==> src/hw/rtl/prac_pkg.sv <==
// shared constants, status codes and controller interface types
// no dependencies
package prac_pkg;

  localparam int unsigned MAX_VERTICES_DEF = 1024;
  localparam int unsigned COORD_BITS_DEF   = 16;

  localparam int unsigned COORD_W     = 16;
  localparam int unsigned PROD_W      = 32;
  localparam int unsigned PAIR_W      = 17;
  localparam int unsigned CROSS_W     = 33;
  localparam int unsigned WPROD_W     = 50;
  localparam int unsigned CROSS_SUM_W = 44;
  localparam int unsigned WSUM_W      = 61;
  localparam int unsigned CSUM_W      = 27;
  localparam int unsigned AREA_W      = 35;
  localparam int unsigned CEN_W       = 24;
  localparam int unsigned NUM_W       = 61;
  localparam int unsigned DEN_W       = 46;
  localparam int unsigned Q_W         = 25;
  localparam int unsigned FRAC_BITS   = 8;
  localparam int unsigned Q_STEPS     = 24;
  localparam int unsigned SAT_SHIFT   = Q_STEPS - FRAC_BITS;
  localparam int unsigned STEP_W      = 5;

  localparam logic [1:0] STAT_OK   = 2'd0;
  localparam logic [1:0] STAT_FEW  = 2'd1;
  localparam logic [1:0] STAT_MEAN = 2'd2;
  localparam logic [1:0] STAT_MANY = 2'd3;

  localparam logic signed [CROSS_SUM_W-1:0] AREA_LIMIT = 44'sd8589934592;
  localparam logic [Q_W-1:0]   Q_HALF  = 25'd8388608;
  localparam logic [CEN_W-1:0] CEN_MAX = 24'h7fffff;
  localparam logic [CEN_W-1:0] CEN_MIN = 24'h800000;

  typedef struct packed {
    logic accept;
    logic mul;
    logic acc;
    logic close;
    logic special;
    logic setup_x;
    logic setup_y;
    logic div_start;
    logic store_x;
    logic store_y;
    logic emit;
  } prac_cmd_t;

  typedef struct packed {
    logic count_over;
    logic count_low;
    logic div_done;
    logic out_free;
  } prac_stat_t;

endpackage

==> src/hw/rtl/prac_ctrl.sv <==
// ring sequencer: vertex intake, closing edge, two divisions, result hand-off
// depends on prac_pkg
module prac_ctrl
  import prac_pkg::*;
(
  input  logic       clk,
  input  logic       rst,
  input  logic       s_tvalid,
  input  logic       s_tlast,
  output logic       s_tready,
  input  prac_stat_t stat,
  output prac_cmd_t  cmd
);

  localparam logic [3:0] S_IDLE = 4'd0;
  localparam logic [3:0] S_MUL  = 4'd1;
  localparam logic [3:0] S_ACC  = 4'd2;
  localparam logic [3:0] S_FIN  = 4'd3;
  localparam logic [3:0] S_CMUL = 4'd4;
  localparam logic [3:0] S_CACC = 4'd5;
  localparam logic [3:0] S_SETX = 4'd6;
  localparam logic [3:0] S_STX  = 4'd7;
  localparam logic [3:0] S_DIVX = 4'd8;
  localparam logic [3:0] S_SETY = 4'd9;
  localparam logic [3:0] S_STY  = 4'd10;
  localparam logic [3:0] S_DIVY = 4'd11;
  localparam logic [3:0] S_EMIT = 4'd12;

  logic [3:0] state, state_next;
  logic       pend_last;
  logic       accept;

  assign s_tready = (state == S_IDLE) || (state == S_ACC && !pend_last);
  assign accept   = s_tvalid && s_tready;

  always_ff @(posedge clk) begin
    if (rst) begin
      state     <= S_IDLE;
      pend_last <= 1'b0;
    end else begin
      state <= state_next;
      if (accept) pend_last <= s_tlast;
    end
  end

  always_comb begin
    cmd        = '0;
    cmd.accept = accept;
    state_next = state;
    unique case (state)
      S_IDLE: begin
        if (accept) state_next = S_MUL;
      end
      S_MUL: begin
        cmd.mul    = 1'b1;
        state_next = S_ACC;
      end
      S_ACC: begin
        cmd.acc = 1'b1;
        if (pend_last) state_next = S_FIN;
        else if (accept) state_next = S_MUL;
        else state_next = S_IDLE;
      end
      S_FIN: begin
        if (stat.count_over || stat.count_low) begin
          cmd.special = 1'b1;
          state_next  = S_EMIT;
        end else begin
          cmd.close  = 1'b1;
          state_next = S_CMUL;
        end
      end
      S_CMUL: begin
        cmd.mul    = 1'b1;
        state_next = S_CACC;
      end
      S_CACC: begin
        cmd.acc    = 1'b1;
        state_next = S_SETX;
      end
      S_SETX: begin
        cmd.setup_x = 1'b1;
        state_next  = S_STX;
      end
      S_STX: begin
        cmd.div_start = 1'b1;
        state_next    = S_DIVX;
      end
      S_DIVX: begin
        if (stat.div_done) begin
          cmd.store_x = 1'b1;
          state_next  = S_SETY;
        end
      end
      S_SETY: begin
        cmd.setup_y = 1'b1;
        state_next  = S_STY;
      end
      S_STY: begin
        cmd.div_start = 1'b1;
        state_next    = S_DIVY;
      end
      S_DIVY: begin
        if (stat.div_done) begin
          cmd.store_y = 1'b1;
          state_next  = S_EMIT;
        end
      end
      S_EMIT: begin
        if (stat.out_free) begin
          cmd.emit   = 1'b1;
          state_next = S_IDLE;
        end
      end
      default: state_next = S_IDLE;
    endcase
  end

endmodule

==> config.mk <==
export PLATFORM = sky130hd
export DESIGN_NAME = prac_ctrl
export DESIGN_NICKNAME = d
export VERILOG_FILES = /design/src/hw/rtl/prac_pkg.sv /design/src/hw/rtl/prac_ctrl.sv
export SDC_FILE = /design/constraint.sdc
export NUM_CORES = 1
export LEC_CHECK = 0
export ABC_AREA = 1
export BUFFER_PORTS_ARGS = -buffer_cell sky130_fd_sc_hd__buf_2
export CAP_MARGIN = 15
export CORE_AREA = 2 2 39 41
export CTS_BUF_LIST = sky130_fd_sc_hd__clkbuf_4 sky130_fd_sc_hd__clkbuf_8
export CTS_CLUSTER_SIZE = 40
export DETAILED_ROUTE_END_ITERATION = 16
export DIE_AREA = 0 0 41 43
export GPL_TIMING_DRIVEN = 0
export PLACE_DENSITY = 0.66
export SYNTH_ARGS = -nofsm -noshare
export SYNTH_HDL_FRONTEND = slang
export SYNTH_SLANG_ARGS = --single-unit
==> constraint.sdc <==
create_clock -name clk -period 1.6 [get_ports clk]
set_clock_uncertainty 0.05 [all_clocks]
set_input_delay 0.4 -clock clk [delete_from_list [all_inputs] [get_ports clk]]
set_output_delay 0.4 -clock clk [all_outputs]
set_load 0.03 [all_outputs]
Yosys cells after proc, flatten, opt, wreduce, memory -nomap -nowiden

Index checks and enable logic that the tools add are counted.

Muxes and demuxes: 21
Reduce and logical (&&, ||, !) cells: 10
Eq/ne operators: 16

Operators by type and width:

| cell                                                             | count |
|---|---|
| 4-bit case mux with 13 select lines                              | 1 |
| 4-bit 2-to-1 mux                                                 | 6 |
| 4-bit == test (second input constant)                            | 5 |
| 4-bit by 3-bit == test with 1-bit output (second input constant) | 4 |
| 1-bit 2-to-1 mux                                                 | 13 |
| 4-bit by 2-bit == test with 1-bit output (second input constant) | 2 |
| 2-bit inequality test (second input constant)                    | 4 |
| 2-bit OR reduction                                               | 3 |
| 4-bit by 1-bit == test with 1-bit output (second input constant) | 1 |
| 4-bit zero test                                                  | 1 |
| 4-bit AND reduction                                              | 1 |
| 1-bit logical AND                                                | 2 |
| 1-bit logical OR                                                 | 2 |
| 2-bit 2-to-1 mux                                                 | 1 |
| 1-bit zero test                                                  | 1 |

Input port bits: 8
Logic and storage cells: 49
Output and inout bits: 12
Register bits after elaboration: 5

Logic depth before layout (Yosys ltp)

Depth in word-level cells: 7
Mapped depth: 8
Gate-level depth less buffers: 8

Worst setup path before layout

Ideal clock, no wire load.

Path kind: reg-to-output
Start point: register state[3]
End point: output cmd[7] (netlist bit)
Path buffers: 0
Required time: 1.150 ns
Data arrival time: 1.359 ns
Setup slack: -0.209 ns
Cell stages (with the launch flop): 4
Cells stage by stage: dfxtp_1 nor2_2 nand3_1 nor3_1

RTL lines:

| item                   | RTL line        | source |
|---|---|---|
| start, declared        | prac_ctrl.sv:29 | `logic [3:0] state, state_next;` |
| start signal, assigned | prac_ctrl.sv:41 | `state <= state_next;` |
| end, declared          | prac_ctrl.sv:12 | `output prac_cmd_t cmd` |

Worst setup path after layout

Start point: register state[1]
End point: output cmd[10] (netlist bit)

Longest elaborated chain between the ends: 4
Elaborated cells between the ends (all ways): 5
Those cells by class: 1 x eq/ne; 4 x reduce/logical

RTL lines:

| item                                     | RTL line        | source |
|---|---|---|
| 4-bit by 2-bit == test with 1-bit output | prac_ctrl.sv:33 | `assign s_tready = (state == S_IDLE) \|\| (state == S_ACC && !pend_last);` |
| 1-bit logical AND                        | prac_ctrl.sv:33 |  |
| 1-bit logical OR (*)                     | prac_ctrl.sv:33 |  |
| 1-bit logical AND (*)                    | prac_ctrl.sv:34 | `assign accept = s_tvalid && s_tready;` |

Mark *: on every way between the ends. The rest lies on a longest branch, timed or not.

==> flow_metrics.env <==
export IMPL_max_cap_viol_count=0
export IMPL_die_area_um2=1760
export IMPL_cts_root_buf="clkbuf_4"
export IMPL_cts_inserted_buffers=3
export IMPL_postSynthAreaPerCell_um2=5.29
export IMPL_start_util=0.336
export IMPL_antennaDiodeCount=0
export IMPL_core_um2=1380
export IMPL_wl_met2_um=774
export IMPL_rsz0062_at_grt="true"
export IMPL_drive_above_1_share=0.492
export IMPL_yosys_warnings=0
export IMPL_r2r_cells=9
export IMPL_slew_headroom=0.860
export IMPL_worstHoldPathCells=2
export IMPL_holdBufCountCts=0
export IMPL_grt_first_pass_wirelength_um=2120
export IMPL_grt_max_degree=8
export IMPL_gp_congestion=0.770
export IMPL_pwr_density_cell_nw_per_um2=1030
export IMPL_synth_distinct_cells=15
export IMPL_maxUsedRoutingLayer="met3"
export IMPL_grt_usage=0.169
export IMPL_htreeDepth=1
export IMPL_finalSetupViolations=8
export IMPL_critical_path_cell_chain="inv_2, nor2_2, nand2_2, o21ai_4, nand2_2, inv_2, buf_6"
export IMPL_hold_viol_final=0
export IMPL_area_delta_synth_final_pct=74.2
export IMPL_syn_cell_area_um2=465
export IMPL_met1_length_um=615
export IMPL_syn_num_nets=96
export IMPL_synth_top_cell_area_share=0.215
export IMPL_max_freq_ghz=0.587
export IMPL_syn_instance_count=88
export IMPL_ys_seq_area_frac=0.215
export IMPL_clock_path_buffers=2
export IMPL_port_buffers=19
export IMPL_fin_total_pwr_uw=833
export IMPL_period_needed_ns=1.70
export IMPL_clk_pin_slew_worst_paths_ns=0.04
export IMPL_cts_tree="yes"
export IMPL_dp_slack_ns=-0.0563
export IMPL_die_w_um=41
export IMPL_place_area_um2=609
export IMPL_hp_class="primary input to flop"
export IMPL_pin_count=20
export IMPL_post_drt_wl_per_cell_um=10.9
export IMPL_worstSetupEndpointType="output port"
export IMPL_finalWorstSetupSlack_ns=-0.104
export IMPL_vias=660
export IMPL_crit_path_max_fanout=4
export IMPL_status="finished, violations left"
export IMPL_cp_slowest_cell="dfxtp_4"
export IMPL_antenna_found_initial=0
export IMPL_drt_total_wl_um=1460
export IMPL_p_leak_uw=0.000441
export IMPL_nets=127
export IMPL_synth_seq_cells=5
export IMPL_dr_pass1_iters=4
export IMPL_via_per_inst=4.93
export IMPL_drc=0
export IMPL_final_cell_area_um2=811
export IMPL_first_global_vias=531
export IMPL_min_period_over_period=1.06
export IMPL_grt_overflow_total=0
export IMPL_synth_area_leaders="dfxtp_1 (22%), nand2_1 (19%), nor2_1 (14%), inv_1 (12%), nand3_1 (6.5%)"
export IMPL_violations="negative setup slack"
export IMPL_worst_slew_pin_slew_ns=0.210
export IMPL_critPathMaxStageDelay_ns=0.37
export IMPL_critPathKind="flop to output port"
export IMPL_wl_met3_um=73
export IMPL_drtIter0Drc=18
export IMPL_setup_tns_final_ns=-0.398
export IMPL_irDropWorstVdd_uv=683
export IMPL_clk_latency_ns=0.24
export IMPL_dieHeight_um=43
export IMPL_worstSetupStartpointType="flop"
export IMPL_rows=14
export IMPL_worstPathRequired_ns=1.15
export IMPL_whs_ns=0.310
export IMPL_yosysTopAreaCell="dfxtp_1"
export IMPL_cp_arrival_ns=1.25
export IMPL_clock_sinks=5
export IMPL_finalMaxSlewViolations=0
export IMPL_ant_nets=0
export IMPL_hpwl_um=940
==> cells in the mapped netlist, drive strengths merged <==
master / n
o21ai: 5
nor2: 18
nand3: 6
nor3: 4
o22ai: 1
nand3b: 1
a21oi: 5
dfxtp: 5
inv: 15
nand2: 27
buf: 1
==> report_power, final <==
group	internal [uW]	switching, uW	total (uW)
combinational	183	289	472
clock	111	53.1	164
sequential	150	45.9	196
==> cell type report <==
cell class	instances	area, um2
clock buffers	4	30.0
inverters	15	56.3
repair buffers	27	200
well taps	16	20.0
flip-flops and latches	5	115
fillers	132	573
multi-input cells	67	389
==> worst max-delay path: cells and delay by family (launching register included) <==
kind,cells,cell delay (ns)
buffers and inverters,3,0.22
DFF,1,0.37
AOI/OAI and AO/OA,1,0.14
and+or+nand+nor,3,0.30
==> placed cells by master (no fill, tap or decap), drive strengths merged <==
cell type	n
a21oi	5
nand3b	1
nand3	6
buf	26
dfxtp	5
o21ai	5
nor3	4
clkbuf	5
o22ai	1
nand2	27
nor2	18
inv	15
==> layer usage <==
metal	GRT usage	vias to the layer above
met5	0	-
met4	0.0400	0
met3	0.0157	0
met2	0.309	24
met1	0.194	300
li1	-	336
==> registers in the layout, summed over array words and instances (netlist names) <==
name / count
pend_last: 1
state: 4
==> repair_timing <==
item | CTS | global route
setup buffers | 6 | 2
gates resized for setup | 31 | 13
endpoints found under the setup margin | 12 | 12
pin swaps | 6 | 3
hold endpoints to repair | 0 | 0
==> per-stage QoR <==
stage,utilization,cells
after global routing,0.586,134
after global placement,0.440,123
after CTS,0.546,132
after detailed placement,0.440,123
final,0.586,134
after floorplan,-,88
==> cells by family (layout without fill, tap and decap cells) <==
kind of cell / Yosys count / in the layout / synth area share
buf+inv: 16 / 46 / 0.137
compound gates: 11 / 11 / 0.129
simple gates: 56 / 56 / 0.519
flops: 5 / 5 / 0.215
==> path summary, 6_finish.rpt <==
| path | start | to | slack [ns] |
|---|---|---|---|
| hold / removal | rst | state[0]$_SDFFE_PP0P_ | 0.31 |
| setup / recovery | state[1]$_SDFFE_PP0P_ | cmd[10] | -0.10 |
| hold reg to reg | pend_last$_SDFFE_PP0P_ | pend_last$_SDFFE_PP0P_ | 0.55 |
| setup reg to reg | state[1]$_SDFFE_PP0P_ | pend_last$_SDFFE_PP0P_ | 0.23 |
(Power assumes the default switching activity.)
